## config.mk

```make
export PLATFORM = sky130hd
export DESIGN_NAME = euler_camera_orientation_update_flat
export DESIGN_NICKNAME = d
export VERILOG_FILES = /design/src/rtl/ecou_pkg.sv /design/src/rtl/ecou_if.sv /design/src/rtl/ecou_cordic.sv /design/src/rtl/euler_camera_orientation_update.sv /design/src/flat_wrapper.sv
export VERILOG_INCLUDE_DIRS = /design/src /design/src/rtl
export SDC_FILE = /design/constraint.sdc
export NUM_CORES = 2
export LEC_CHECK = 0
export BUFFER_PORTS_ARGS = -buffer_cell sky130_fd_sc_hd__buf_2
export CELL_PAD_IN_SITES_DETAIL_PLACEMENT = 0
export CELL_PAD_IN_SITES_GLOBAL_PLACEMENT = 2
export CORE_MARGIN = 3
export CORE_UTILIZATION = 44
export DETAILED_ROUTE_END_ITERATION = 8
export GPL_TIMING_DRIVEN = 1
export PLACE_DENSITY_LB_ADDON = 0.3
export SLEW_MARGIN = 10
export SYNTH_ARGS = -nofsm -noshare
export SYNTH_HDL_FRONTEND = slang
export SYNTH_SLANG_ARGS = --single-unit
```

## constraint.sdc

```tcl
create_clock -name clk -period 23.2 [get_ports clk]
set_input_delay 2.32 -clock clk [delete_from_list [all_inputs] [get_ports clk]]
set_output_delay 2.32 -clock clk [all_outputs]
set_load 0.005 [all_outputs]
```

## src/rtl/euler_camera_orientation_update_defines.svh

```systemverilog
// Assertion macros shared by the camera block.
`ifndef EULER_CAMERA_ORIENTATION_UPDATE_DEFINES_SVH
`define EULER_CAMERA_ORIENTATION_UPDATE_DEFINES_SVH

// The consequent must hold in the same cycle as the antecedent.
`define ECOU_ASSERT_IMPL(lbl, ante, cons) \
  lbl: assert property (@(posedge clk) disable iff (!rst_n) (ante) |-> (cons)) \
    else $error("camera assertion failed");

// The consequent must hold in the cycle after the antecedent.
`define ECOU_ASSERT_NEXT(lbl, ante, cons) \
  lbl: assert property (@(posedge clk) disable iff (!rst_n) (ante) |=> (cons)) \
    else $error("camera assertion failed");

`endif

```

## src/rtl/ecou_pkg.sv

```systemverilog
`default_nettype none
package ecou_pkg;

  localparam logic signed [33:0] DEG90  = 34'sd5898240;
  localparam logic signed [33:0] DEG89  = 34'sd5832704;
  localparam logic signed [33:0] DEG180 = 34'sd11796480;
  localparam logic signed [33:0] DEG360 = 34'sd23592960;
  localparam logic signed [31:0] YAW_RESET = -32'sd11796480;
  localparam logic signed [33:0] CORDIC_X0 = 34'sd652032874;
  localparam logic signed [15:0] VEC_ONE = 16'sd16384;
  localparam logic [13:0] ZOOM_MIN = 14'd256;
  localparam logic [13:0] ZOOM_MAX = 14'd11520;
  localparam logic [15:0] SPEED_RESET = 16'd640;
  localparam logic [15:0] SENS_RESET = 16'd6554;

  localparam logic [1:0] CMD_ROTATE = 2'd0;
  localparam logic [1:0] CMD_MOVE   = 2'd1;
  localparam logic [1:0] CMD_SCROLL = 2'd2;

  localparam logic [1:0] CFG_MOVE_SPEED = 2'd0;
  localparam logic [1:0] CFG_LOOK_SENS  = 2'd1;

  localparam logic [2:0] DIR_FWD   = 3'd0;
  localparam logic [2:0] DIR_BACK  = 3'd1;
  localparam logic [2:0] DIR_LEFT  = 3'd2;
  localparam logic [2:0] DIR_RIGHT = 3'd3;
  localparam logic [2:0] DIR_UP    = 3'd4;
  localparam logic [2:0] DIR_DOWN  = 3'd5;

  typedef enum logic [4:0] {
    ST_IDLE, ST_R_MX, ST_R_MY, ST_R_ADD, ST_R_WRAP, ST_R_CY, ST_R_WY, ST_R_WP,
    ST_R_P0, ST_R_P1, ST_R_P2, ST_R_P3, ST_R_VEC,
    ST_M_V, ST_M_X, ST_M_Y, ST_M_Z, ST_M_W, ST_ZOOM, ST_FIN
  } state_t;

  typedef struct packed {
    logic              start;
    logic signed [31:0] angle;
  } cordic_req_t;

  typedef struct packed {
    logic              done;
    logic signed [15:0] sin_v;
    logic signed [15:0] cos_v;
  } cordic_rsp_t;

  // Arctangent of 2^-i in degrees, Q8.24.
  function automatic logic signed [33:0] atan_deg(input logic [4:0] idx);
    case (idx)
      5'd0:  atan_deg = 34'sd754974720;
      5'd1:  atan_deg = 34'sd445687602;
      5'd2:  atan_deg = 34'sd235489088;
      5'd3:  atan_deg = 34'sd119537938;
      5'd4:  atan_deg = 34'sd60000934;
      5'd5:  atan_deg = 34'sd30029717;
      5'd6:  atan_deg = 34'sd15018523;
      5'd7:  atan_deg = 34'sd7509720;
      5'd8:  atan_deg = 34'sd3754917;
      5'd9:  atan_deg = 34'sd1877466;
      5'd10: atan_deg = 34'sd938734;
      5'd11: atan_deg = 34'sd469367;
      5'd12: atan_deg = 34'sd234684;
      5'd13: atan_deg = 34'sd117342;
      5'd14: atan_deg = 34'sd58671;
      5'd15: atan_deg = 34'sd29335;
      5'd16: atan_deg = 34'sd14668;
      5'd17: atan_deg = 34'sd7334;
      5'd18: atan_deg = 34'sd3667;
      5'd19: atan_deg = 34'sd1833;
      5'd20: atan_deg = 34'sd917;
      5'd21: atan_deg = 34'sd458;
      5'd22: atan_deg = 34'sd229;
      5'd23: atan_deg = 34'sd115;
      default: atan_deg = 34'sd0;
    endcase
  endfunction

  // Q2.14 product with rounding and saturation to plus or minus one.
  function automatic logic signed [15:0] vmul(input logic signed [49:0] p);
    logic signed [49:0] r;
    r = (p + 50'sd8192) >>> 14;
    if (r > 50'sd16384) vmul = VEC_ONE;
    else if (r < -50'sd16384) vmul = -VEC_ONE;
    else vmul = r[15:0];
  endfunction

endpackage
`default_nettype wire

```

## src/rtl/ecou_if.sv

```systemverilog
`default_nettype none
interface ecou_in_if;
  logic              valid;
  logic              ready;
  logic [1:0]        command;
  logic signed [15:0] x_offset;
  logic signed [15:0] y_offset;
  logic              clamp_pitch;
  logic [2:0]        direction;
  logic [15:0]       delta_seconds;
  logic signed [15:0] scroll_amount;
  modport source(output valid, command, x_offset, y_offset, clamp_pitch, direction,
                 delta_seconds, scroll_amount, input ready);
  modport sink(input valid, command, x_offset, y_offset, clamp_pitch, direction,
               delta_seconds, scroll_amount, output ready);
endinterface

interface ecou_out_if;
  logic              valid;
  logic              ready;
  logic signed [31:0] pos_x;
  logic signed [31:0] pos_y;
  logic signed [31:0] pos_z;
  logic signed [15:0] front_x;
  logic signed [15:0] front_y;
  logic signed [15:0] front_z;
  logic signed [15:0] up_x;
  logic signed [15:0] up_y;
  logic signed [15:0] up_z;
  logic [13:0]       zoom_deg;
  logic              degenerate;
  modport source(output valid, pos_x, pos_y, pos_z, front_x, front_y, front_z,
                 up_x, up_y, up_z, zoom_deg, degenerate, input ready);
  modport sink(input valid, pos_x, pos_y, pos_z, front_x, front_y, front_z,
               up_x, up_y, up_z, zoom_deg, degenerate, output ready);
endinterface

interface ecou_cfg_if;
  logic        valid;
  logic        ready;
  logic [1:0]  index;
  logic [15:0] data;
  modport source(output valid, index, data, input ready);
  modport sink(input valid, index, data, output ready);
endinterface
`default_nettype wire

```

## src/rtl/ecou_cordic.sv

```systemverilog
`default_nettype none
module ecou_cordic
  import ecou_pkg::*;
#(
  parameter int STEPS = 16
) (
  input  wire         clk,
  input  wire         rst_n,
  input  cordic_req_t req,
  output cordic_rsp_t rsp
);

  localparam int CW = $clog2(STEPS);

  logic              busy_r;
  logic              done_r;
  logic [CW-1:0]     cnt_r;
  logic signed [33:0] x_r;
  logic signed [33:0] y_r;
  logic signed [33:0] z_r;
  logic              neg_r;

  logic signed [33:0] a_ext;
  logic signed [33:0] a_adj;
  logic              neg_in;
  logic signed [33:0] dx;
  logic signed [33:0] dy;
  logic signed [33:0] at;
  logic signed [33:0] xf;
  logic signed [33:0] yf;

  function automatic logic signed [15:0] sat_q14(input logic signed [33:0] v);
    logic signed [33:0] r;
    r = (v + 34'sd32768) >>> 16;
    if (r > 34'sd16384) sat_q14 = VEC_ONE;
    else if (r < -34'sd16384) sat_q14 = -VEC_ONE;
    else sat_q14 = r[15:0];
  endfunction

  always_comb begin
    a_ext = {{2{req.angle[31]}}, req.angle};
    a_adj = a_ext;
    neg_in = 1'b0;
    if (a_ext > DEG90) begin
      a_adj = a_ext - DEG180;
      neg_in = 1'b1;
    end else if (a_ext < -DEG90) begin
      a_adj = a_ext + DEG180;
      neg_in = 1'b1;
    end
    dx = y_r >>> cnt_r;
    dy = x_r >>> cnt_r;
    at = atan_deg(5'(cnt_r));
    xf = neg_r ? -x_r : x_r;
    yf = neg_r ? -y_r : y_r;
  end

  always_ff @(posedge clk) begin
    if (!rst_n) begin
      busy_r <= 1'b0;
      done_r <= 1'b0;
      cnt_r <= '0;
    end else begin
      done_r <= 1'b0;
      if (req.start) begin
        busy_r <= 1'b1;
        cnt_r <= '0;
      end else if (busy_r) begin
        if (cnt_r == CW'(STEPS - 1)) begin
          busy_r <= 1'b0;
          done_r <= 1'b1;
        end else begin
          cnt_r <= cnt_r + 1'b1;
        end
      end
    end
  end

  always_ff @(posedge clk) begin
    if (req.start) begin
      x_r <= CORDIC_X0;
      y_r <= '0;
      z_r <= a_adj <<< 8;
      neg_r <= neg_in;
    end else if (busy_r) begin
      if (!z_r[33]) begin
        x_r <= x_r - dx;
        y_r <= y_r + dy;
        z_r <= z_r - at;
      end else begin
        x_r <= x_r + dx;
        y_r <= y_r - dy;
        z_r <= z_r + at;
      end
    end
  end

  assign rsp.done = done_r;
  assign rsp.cos_v = sat_q14(xf);
  assign rsp.sin_v = sat_q14(yf);

endmodule
`default_nettype wire

```

## src/rtl/euler_camera_orientation_update.sv

```systemverilog
// First-person camera: rotate, move and zoom items update yaw, pitch, position, zoom and the
// front, right and up vectors, and each item returns one result with the state after it. One
// item is worked on at a time. A rotate item repeats its angle wrap step until yaw and pitch
// are in range and runs the iterative CORDIC unit once for yaw and once for pitch; rotate and
// move items share the one multiplier. A finished result waits in an output register.
`default_nettype none
`include "euler_camera_orientation_update_defines.svh"
module euler_camera_orientation_update
  import ecou_pkg::*;
#(
  parameter int CORDIC_STEPS = 16
) (
  input wire         clk,
  input wire         rst_n,
  ecou_cfg_if.sink   cfg_ch,
  ecou_in_if.sink    in_ch,
  ecou_out_if.source out_ch
);

  state_t state_r, state_nxt;

  logic [15:0]       speed_r, sens_r;
  logic signed [15:0] xo_r, yo_r, scr_r;
  logic              clamp_r;
  logic [2:0]        dir_r;
  logic [15:0]       dt_r;

  logic signed [31:0] yaw_r, pitch_r;
  logic signed [31:0] pos_r [3];
  logic signed [15:0] fx_r, fy_r, fz_r, rx_r, rz_r, ux_r, uy_r, uz_r;
  logic [13:0]       zoom_r;

  logic signed [49:0] prod_r;
  logic signed [31:0] dx_r;
  logic [31:0]       vel_r;
  logic signed [33:0] yaw_t_r, pitch_t_r;
  logic signed [15:0] sy_r, cy_r, sp_r, cp_r, tfx_r, tfz_r, tux_r;

  logic              out_valid_r, out_degen_r;
  logic signed [31:0] out_px_r, out_py_r, out_pz_r;
  logic signed [15:0] out_fx_r, out_fy_r, out_fz_r, out_ux_r, out_uy_r, out_uz_r;
  logic [13:0]       out_zoom_r;

  logic signed [16:0] mul_a;
  logic signed [32:0] mul_b;
  logic signed [49:0] rnd4;
  logic signed [33:0] psum;
  logic signed [33:0] pclip;
  logic              yaw_ok, pitch_ok;
  logic signed [15:0] mvx, mvy, mvz, uz_v;
  logic              mneg;
  logic signed [17:0] zs;
  logic              load_out;
  cordic_req_t       creq;
  cordic_rsp_t       crsp;

  function automatic logic signed [31:0] pos_step(input logic signed [31:0] p,
                                                  input logic signed [49:0] m,
                                                  input logic neg);
    logic signed [49:0] st;
    logic signed [33:0] pe;
    logic signed [33:0] s;
    st = (m + 50'sd2097152) >>> 22;
    pe = {{2{p[31]}}, p};
    s = neg ? pe - $signed(st[33:0]) : pe + $signed(st[33:0]);
    if (s > 34'sd2147483647) pos_step = 32'sh7fffffff;
    else if (s < -34'sd2147483648) pos_step = 32'sh80000000;
    else pos_step = s[31:0];
  endfunction

  ecou_cordic #(.STEPS(CORDIC_STEPS)) u_cordic (
    .clk(clk), .rst_n(rst_n), .req(creq), .rsp(crsp)
  );

  always_comb begin
    rnd4 = (prod_r + 50'sd8) >>> 4;
    psum = {{2{pitch_r[31]}}, pitch_r} + rnd4[33:0];
    pclip = psum;
    if (clamp_r && psum > DEG89) pclip = DEG89;
    else if (clamp_r && psum < -DEG89) pclip = -DEG89;
    yaw_ok = (yaw_t_r < DEG180) && (yaw_t_r >= -DEG180);
    pitch_ok = (pitch_t_r < DEG180) && (pitch_t_r >= -DEG180);
    uz_v = vmul(prod_r);
    zs = {4'b0, zoom_r} - {{2{scr_r[15]}}, scr_r};
    mvx = '0;
    mvy = '0;
    mvz = '0;
    mneg = dir_r[0];
    case (dir_r)
      DIR_FWD, DIR_BACK: begin
        mvx = fx_r;
        mvy = fy_r;
        mvz = fz_r;
      end
      DIR_LEFT, DIR_RIGHT: begin
        mvx = rx_r;
        mvz = rz_r;
        mneg = !dir_r[0];
      end
      DIR_UP, DIR_DOWN: mvy = VEC_ONE;
      default: mneg = 1'b0;
    endcase
  end

  always_comb begin
    state_nxt = state_r;
    mul_a = '0;
    mul_b = '0;
    creq.start = 1'b0;
    creq.angle = yaw_r;
    load_out = 1'b0;
    case (state_r)
      ST_IDLE: begin
        if (in_ch.valid) begin
          case (in_ch.command)
            CMD_ROTATE: state_nxt = ST_R_MX;
            CMD_MOVE:   state_nxt = (in_ch.direction > DIR_DOWN) ? ST_FIN : ST_M_V;
            CMD_SCROLL: state_nxt = ST_ZOOM;
            default:    state_nxt = ST_FIN;
          endcase
        end
      end
      ST_R_MX: begin
        mul_a = {xo_r[15], xo_r};
        mul_b = {17'b0, sens_r};
        state_nxt = ST_R_MY;
      end
      ST_R_MY: begin
        mul_a = {yo_r[15], yo_r};
        mul_b = {17'b0, sens_r};
        state_nxt = ST_R_ADD;
      end
      ST_R_ADD: state_nxt = ST_R_WRAP;
      ST_R_WRAP: begin
        if (yaw_ok && pitch_ok) state_nxt = ST_R_CY;
      end
      ST_R_CY: begin
        creq.start = 1'b1;
        state_nxt = ST_R_WY;
      end
      ST_R_WY: begin
        if (crsp.done) begin
          creq.start = 1'b1;
          creq.angle = pitch_r;
          state_nxt = ST_R_WP;
        end
      end
      ST_R_WP: begin
        if (crsp.done) state_nxt = ST_R_P0;
      end
      ST_R_P0: begin
        mul_a = {cy_r[15], cy_r};
        mul_b = {{17{cp_r[15]}}, cp_r};
        state_nxt = ST_R_P1;
      end
      ST_R_P1: begin
        mul_a = {sy_r[15], sy_r};
        mul_b = {{17{cp_r[15]}}, cp_r};
        state_nxt = ST_R_P2;
      end
      ST_R_P2: begin
        mul_a = {cy_r[15], cy_r};
        mul_b = {{17{sp_r[15]}}, sp_r};
        state_nxt = ST_R_P3;
      end
      ST_R_P3: begin
        mul_a = {sy_r[15], sy_r};
        mul_b = {{17{sp_r[15]}}, sp_r};
        state_nxt = ST_R_VEC;
      end
      ST_R_VEC: state_nxt = ST_FIN;
      ST_M_V: begin
        mul_a = {1'b0, speed_r};
        mul_b = {17'b0, dt_r};
        state_nxt = ST_M_X;
      end
      ST_M_X: begin
        mul_a = {mvx[15], mvx};
        mul_b = {1'b0, prod_r[31:0]};
        state_nxt = ST_M_Y;
      end
      ST_M_Y: begin
        mul_a = {mvy[15], mvy};
        mul_b = {1'b0, vel_r};
        state_nxt = ST_M_Z;
      end
      ST_M_Z: begin
        mul_a = {mvz[15], mvz};
        mul_b = {1'b0, vel_r};
        state_nxt = ST_M_W;
      end
      ST_M_W: state_nxt = ST_FIN;
      ST_ZOOM: state_nxt = ST_FIN;
      ST_FIN: begin
        if (!out_valid_r || out_ch.ready) begin
          load_out = 1'b1;
          state_nxt = ST_IDLE;
        end
      end
      default: state_nxt = ST_IDLE;
    endcase
  end

  always_ff @(posedge clk) begin
    if (!rst_n) begin
      state_r <= ST_IDLE;
    end else begin
      state_r <= state_nxt;
    end
  end

  always_ff @(posedge clk) begin
    if (!rst_n) begin
      speed_r <= SPEED_RESET;
      sens_r <= SENS_RESET;
      yaw_r <= YAW_RESET;
      pitch_r <= '0;
      pos_r[0] <= '0;
      pos_r[1] <= '0;
      pos_r[2] <= '0;
      fx_r <= -VEC_ONE;
      fy_r <= '0;
      fz_r <= '0;
      rx_r <= '0;
      rz_r <= -VEC_ONE;
      ux_r <= '0;
      uy_r <= VEC_ONE;
      uz_r <= '0;
      zoom_r <= ZOOM_MAX;
      out_valid_r <= 1'b0;
    end else begin
      if (cfg_ch.valid) begin
        case (cfg_ch.index)
          CFG_MOVE_SPEED: speed_r <= cfg_ch.data;
          CFG_LOOK_SENS:  sens_r <= cfg_ch.data;
          default: ;
        endcase
      end
      if (load_out) out_valid_r <= 1'b1;
      else if (out_ch.ready) out_valid_r <= 1'b0;
      case (state_r)
        ST_R_WRAP: begin
          if (yaw_ok && pitch_ok) begin
            yaw_r <= yaw_t_r[31:0];
            pitch_r <= pitch_t_r[31:0];
          end
        end
        ST_R_VEC: begin
          fx_r <= tfx_r;
          fy_r <= sp_r;
          fz_r <= tfz_r;
          if (cp_r == 16'sd0) begin
            rx_r <= '0;
            rz_r <= '0;
            ux_r <= '0;
            uy_r <= '0;
            uz_r <= '0;
          end else if (!cp_r[15]) begin
            rx_r <= -sy_r;
            rz_r <= cy_r;
            ux_r <= -tux_r;
            uy_r <= cp_r;
            uz_r <= -uz_v;
          end else begin
            rx_r <= sy_r;
            rz_r <= -cy_r;
            ux_r <= tux_r;
            uy_r <= -cp_r;
            uz_r <= uz_v;
          end
        end
        ST_M_Y: pos_r[0] <= pos_step(pos_r[0], prod_r, mneg);
        ST_M_Z: pos_r[1] <= pos_step(pos_r[1], prod_r, mneg);
        ST_M_W: pos_r[2] <= pos_step(pos_r[2], prod_r, mneg);
        ST_ZOOM: begin
          if (zs < 18'sd256) zoom_r <= ZOOM_MIN;
          else if (zs > 18'sd11520) zoom_r <= ZOOM_MAX;
          else zoom_r <= zs[13:0];
        end
        default: ;
      endcase
    end
  end

  always_ff @(posedge clk) begin
    prod_r <= mul_a * mul_b;
    if (in_ch.valid && state_r == ST_IDLE) begin
      xo_r <= in_ch.x_offset;
      yo_r <= in_ch.y_offset;
      clamp_r <= in_ch.clamp_pitch;
      dir_r <= in_ch.direction;
      dt_r <= in_ch.delta_seconds;
      scr_r <= in_ch.scroll_amount;
    end
    case (state_r)
      ST_R_MY: dx_r <= rnd4[31:0];
      ST_R_ADD: begin
        yaw_t_r <= {{2{yaw_r[31]}}, yaw_r} + {{2{dx_r[31]}}, dx_r};
        pitch_t_r <= pclip;
      end
      ST_R_WRAP: begin
        if (yaw_t_r >= DEG180) yaw_t_r <= yaw_t_r - DEG360;
        else if (yaw_t_r < -DEG180) yaw_t_r <= yaw_t_r + DEG360;
        if (pitch_t_r >= DEG180) pitch_t_r <= pitch_t_r - DEG360;
        else if (pitch_t_r < -DEG180) pitch_t_r <= pitch_t_r + DEG360;
      end
      ST_R_WY: begin
        if (crsp.done) begin
          sy_r <= crsp.sin_v;
          cy_r <= crsp.cos_v;
        end
      end
      ST_R_WP: begin
        if (crsp.done) begin
          sp_r <= crsp.sin_v;
          cp_r <= crsp.cos_v;
        end
      end
      ST_R_P1: tfx_r <= vmul(prod_r);
      ST_R_P2: tfz_r <= vmul(prod_r);
      ST_R_P3: tux_r <= vmul(prod_r);
      ST_M_X: vel_r <= prod_r[31:0];
      default: ;
    endcase
    if (load_out) begin
      out_px_r <= pos_r[0];
      out_py_r <= pos_r[1];
      out_pz_r <= pos_r[2];
      out_fx_r <= fx_r;
      out_fy_r <= fy_r;
      out_fz_r <= fz_r;
      out_ux_r <= ux_r;
      out_uy_r <= uy_r;
      out_uz_r <= uz_r;
      out_zoom_r <= zoom_r;
      out_degen_r <= (rx_r == 16'sd0) && (rz_r == 16'sd0);
    end
  end

  assign cfg_ch.ready = 1'b1;
  assign in_ch.ready = (state_r == ST_IDLE);
  assign out_ch.valid = out_valid_r;
  assign out_ch.pos_x = out_px_r;
  assign out_ch.pos_y = out_py_r;
  assign out_ch.pos_z = out_pz_r;
  assign out_ch.front_x = out_fx_r;
  assign out_ch.front_y = out_fy_r;
  assign out_ch.front_z = out_fz_r;
  assign out_ch.up_x = out_ux_r;
  assign out_ch.up_y = out_uy_r;
  assign out_ch.up_z = out_uz_r;
  assign out_ch.zoom_deg = out_zoom_r;
  assign out_ch.degenerate = out_degen_r;

  `ECOU_ASSERT_IMPL(a_zoom_range, 1'b1, zoom_r >= ZOOM_MIN && zoom_r <= ZOOM_MAX)
  `ECOU_ASSERT_IMPL(a_degen_up, out_valid_r && out_degen_r, {out_ux_r, out_uy_r, out_uz_r} == '0)
  `ECOU_ASSERT_NEXT(a_busy_after_accept, in_ch.valid && in_ch.ready, !in_ch.ready)
  `ECOU_ASSERT_IMPL(a_pitch_range, state_r == ST_IDLE, pitch_r < 32'sd11796480 && pitch_r >= -32'sd11796480)

endmodule
`default_nettype wire
```

## src/flat_wrapper.sv

```systemverilog
// flat-port wrapper written by rule: the top's interface ports become plain ports
module euler_camera_orientation_update_flat import ecou_pkg::*;
#(
  parameter int CORDIC_STEPS = 16
)
  (clk, rst_n, cfg_ch_valid, cfg_ch_index, cfg_ch_data, cfg_ch_ready, in_ch_valid, in_ch_command, in_ch_x_offset, in_ch_y_offset, in_ch_clamp_pitch, in_ch_direction, in_ch_delta_seconds, in_ch_scroll_amount, in_ch_ready, out_ch_valid, out_ch_pos_x, out_ch_pos_y, out_ch_pos_z, out_ch_front_x, out_ch_front_y, out_ch_front_z, out_ch_up_x, out_ch_up_y, out_ch_up_z, out_ch_zoom_deg, out_ch_degenerate, out_ch_ready);
  ecou_cfg_if cfg_ch_i ();
  ecou_in_if in_ch_i ();
  ecou_out_if out_ch_i ();
  input wire clk;
  input wire rst_n;
  input wire logic [$bits(cfg_ch_i.valid)-1:0] cfg_ch_valid;
  input wire logic [$bits(cfg_ch_i.index)-1:0] cfg_ch_index;
  input wire logic [$bits(cfg_ch_i.data)-1:0] cfg_ch_data;
  output wire logic [$bits(cfg_ch_i.ready)-1:0] cfg_ch_ready;
  input wire logic [$bits(in_ch_i.valid)-1:0] in_ch_valid;
  input wire logic [$bits(in_ch_i.command)-1:0] in_ch_command;
  input wire logic [$bits(in_ch_i.x_offset)-1:0] in_ch_x_offset;
  input wire logic [$bits(in_ch_i.y_offset)-1:0] in_ch_y_offset;
  input wire logic [$bits(in_ch_i.clamp_pitch)-1:0] in_ch_clamp_pitch;
  input wire logic [$bits(in_ch_i.direction)-1:0] in_ch_direction;
  input wire logic [$bits(in_ch_i.delta_seconds)-1:0] in_ch_delta_seconds;
  input wire logic [$bits(in_ch_i.scroll_amount)-1:0] in_ch_scroll_amount;
  output wire logic [$bits(in_ch_i.ready)-1:0] in_ch_ready;
  output wire logic [$bits(out_ch_i.valid)-1:0] out_ch_valid;
  output wire logic [$bits(out_ch_i.pos_x)-1:0] out_ch_pos_x;
  output wire logic [$bits(out_ch_i.pos_y)-1:0] out_ch_pos_y;
  output wire logic [$bits(out_ch_i.pos_z)-1:0] out_ch_pos_z;
  output wire logic [$bits(out_ch_i.front_x)-1:0] out_ch_front_x;
  output wire logic [$bits(out_ch_i.front_y)-1:0] out_ch_front_y;
  output wire logic [$bits(out_ch_i.front_z)-1:0] out_ch_front_z;
  output wire logic [$bits(out_ch_i.up_x)-1:0] out_ch_up_x;
  output wire logic [$bits(out_ch_i.up_y)-1:0] out_ch_up_y;
  output wire logic [$bits(out_ch_i.up_z)-1:0] out_ch_up_z;
  output wire logic [$bits(out_ch_i.zoom_deg)-1:0] out_ch_zoom_deg;
  output wire logic [$bits(out_ch_i.degenerate)-1:0] out_ch_degenerate;
  input wire logic [$bits(out_ch_i.ready)-1:0] out_ch_ready;
  assign cfg_ch_i.valid = cfg_ch_valid;
  assign cfg_ch_i.index = cfg_ch_index;
  assign cfg_ch_i.data = cfg_ch_data;
  assign cfg_ch_ready = cfg_ch_i.ready;
  assign in_ch_i.valid = in_ch_valid;
  assign in_ch_i.command = in_ch_command;
  assign in_ch_i.x_offset = in_ch_x_offset;
  assign in_ch_i.y_offset = in_ch_y_offset;
  assign in_ch_i.clamp_pitch = in_ch_clamp_pitch;
  assign in_ch_i.direction = in_ch_direction;
  assign in_ch_i.delta_seconds = in_ch_delta_seconds;
  assign in_ch_i.scroll_amount = in_ch_scroll_amount;
  assign in_ch_ready = in_ch_i.ready;
  assign out_ch_valid = out_ch_i.valid;
  assign out_ch_pos_x = out_ch_i.pos_x;
  assign out_ch_pos_y = out_ch_i.pos_y;
  assign out_ch_pos_z = out_ch_i.pos_z;
  assign out_ch_front_x = out_ch_i.front_x;
  assign out_ch_front_y = out_ch_i.front_y;
  assign out_ch_front_z = out_ch_i.front_z;
  assign out_ch_up_x = out_ch_i.up_x;
  assign out_ch_up_y = out_ch_i.up_y;
  assign out_ch_up_z = out_ch_i.up_z;
  assign out_ch_zoom_deg = out_ch_i.zoom_deg;
  assign out_ch_degenerate = out_ch_i.degenerate;
  assign out_ch_i.ready = out_ch_ready;
  euler_camera_orientation_update #(.CORDIC_STEPS(CORDIC_STEPS)) u_core (.clk(clk), .rst_n(rst_n), .cfg_ch(cfg_ch_i), .in_ch(in_ch_i), .out_ch(out_ch_i));
endmodule
```

==> results.cfg <==
[run_status]
status = complete, no violations

[synth]
netlist-cell-type-count = 115
yosysSeqAreaShare_pct = 32.7
synth_seq_cells = 1048
synth.largest_area_cell = edfxtp_1
synth_area_mm2 = 0.0839
synth_top_area_share_pct = 23.0
synth_area_per_cell_um2 = 9.40
yosys_warnings = 0
netlist_instances = 8930
ys.flop_type = edfxtp_1
synth.most_common_cell = nor2_1
synth_edf_count = 642
async_reset_ff_share_pct = 0
synth_commonest_cells = nor2_1 (913), nand2_1 (879), inv_1 (761)
synthTopCellsByArea = edfxtp_1 (23%), fa_1 (13%), dfxtp_1 (9.7%)
syn_nets = 10000

[place]
dp.cells = 11500
placed_area_mm2 = 0.0883
place_hpwl_um = 227000
dp_slack_ns = 13.24
gp_congestion = 0.947
port_buffers = 301

[floorplanning]
ios = 303
row_count = 159
fp.dieH_um = 443
die_area_mm2 = 0.196
core_mm2 = 0.189
die_w_um = 443
start_util_pct = 44.5

[clock_tree]
clk_latency_ns = 0.83
cts_resized = 0
cts_tree = built
cts_buffers = 119
holdBufCountCts = 0
cts_setup_buffers = 0
cts.htree.levels = 3
root_buffer = clkbuf_16
clk_pin_slew_ns = 0.07
cts.sinks = 1048
cts.path.max_buffers = 3

[layout]
syn_to_final_growth_pct = 10.3
nNetsFinal = 10200
final_cells = 11700
fin_util_pct = 49.0
final_area_mm2 = 0.0925
num-fill-cells = 17800
layout-drive-gt1-share_pct = 10.0

[drt]
ant_nets = 0
first_iter_violations = 6268
vias = 69000
dr.pass1.iters = 6
wirelength_um = 292000
drc = 0
viasPerCell = 5.91
wire_per_inst_um = 25.0

[global_route]
grt_pass1_wl_um = 435000
grt_usage_pct = 29.0
gr-total-overflow = 0
grt_pass1_vias = 67600
grt_max_degree = 74
antenna_found_initial = 12

[timing]
layout_setup_ws_ns = 13.08
hold_viol_final = 0
finalClockSkew_ns = 0.0777
relSlewSlack_pct = 14.6
setup_tns_ns = 0
timing.hold.ws_ns = 0.414
grt_setup_unrepaired = no
final_max_slew_viol_count = 0
setup_viol = 0
max_slew.worst_pin.slew_ns = 1.28
max_freq_mhz = 98.8
fin_crit_ns = 10.12
finalCritPeriodShare_pct = 43.6

[critical_path]
path_max_fanout = 37
arrival_ns = 10.81
worstPathRequired_ns = 23.88
cp_slowest_cell = dfxtp_2
max_stage_delay_ns = 0.91
cp-end-kind = register
critPathMostFrequentCell = fa_1
worstSetupStartpointType = register
crit_type = reg2reg

[power]
max-vdd-ir-drop_v = 0.000110
finalPower_mw = 11.7
p_per_area_mw_per_mm2 = 126
cellLeakagePower_nw = 38.4

[min_path]
min_path_type = reg2reg

[job]
cap_violations = 0
[state kept, by name, indices dropped and copies added (netlist names), 34 cells and up]
name,cells
u_core.pos_r,96
u_core.prod_r,50
u_core.pitch_t_r,34
u_core.u_cordic.x_r,34
u_core.u_cordic.y_r,34
u_core.u_cordic.z_r,34
u_core.yaw_t_r,34
[placed cells by master (no fill, tap or decap), types with 52 or more instances in the layout]
master and instances:
a211oi_1 52, a21o_1 202, a21oi_1 582, a22oi_1 106, a31oi_1 77, and2_1 81, and3_1 71, buf_2 301
buf_4 152, clkbuf_16 122, dfxtp_1 400, edfxtp_1 642, fa_1 547, ha_1 444, inv_1 760, mux2i_1 191
mux4_2 62, nand2_1 878, nand2b_1 116, nand3_1 128, nand4_1 80, nor2_1 907, nor2b_1 75, nor3_1 117
nor4_1 60, o21a_1 63, o21ai_0 344, o21bai_1 54, o31ai_1 60, xnor2_1 356, xor2_1 252
[report_power, final]
group / internal [mW] / total (mW) / switching, mW / leakage [nW]
Combinational: 2.67 / 6.93 / 4.26 / 27.1
Sequential: 2.31 / 2.71 / 0.398 / 9.29
Clock: 1.16 / 2.04 / 0.882 / 2.05
[routing by layer]
layer	global-route usage, %	vias to the layer above	share of wire (%)
met5	0	-	0.013
met4	13.3	6	5.5
met3	3.98	590	5.9
met2	47.0	2586	46
met1	38.5	34100	43
li1	-	31700	-
[final cells by class]
type                            count  area, µm²  share of cell area (%)
Tap cell                         2495       3120                    3.37
Clock inverter                     79       1030                    1.11
Sequential cell                  1048      27400                    29.6
Antenna cell                        4       10.0                  0.0108
Clock buffer                      148       3230                    3.49
Multi-Input combinational cell   6686      52200                    56.4
Timing Repair Buffer              453       2650                    2.86
Inverter                          769       2890                    3.12
[critical path, delay by kind of cell, from the launching register on]
kind	cells	cell delay, ns
AOI/OAI and AO/OA	12	3.05
DFF	1	0.91
buffers and inverters	5	1.09
adders and majority gates	7	3.40
and+or+nand+nor	5	1.29
xor gates and xnor gates	1	0.17
[cell families after synthesis]
family,synth area share (%)
xor gates and xnor gates,6.41
adders and majority gates,19.7
other,0.00447
and+or+nand+nor,15.2
DFF,32.7
muxes,4.61
AOI/OAI and AO/OA,15.9
buffers and inverters,5.52
[path summary, 6_finish.rpt]
check / from / endpoint / slack [ns] / depth (start not counted)
hold reg to reg: u_core.pos_r[0][6] / u_core.out_ch.pos_x[6] / 0.41 / 0
setup / recovery: u_core.state_r[0] / u_core.prod_r[45] / 13.08 / 30
setup reg to reg: u_core.state_r[0] / u_core.prod_r[45] / 13.08 / 30
hold / removal: u_core.pos_r[0][6] / u_core.out_ch.pos_x[6] / 0.41 / 0
Note: power is estimated with default switching activity, not from simulation.
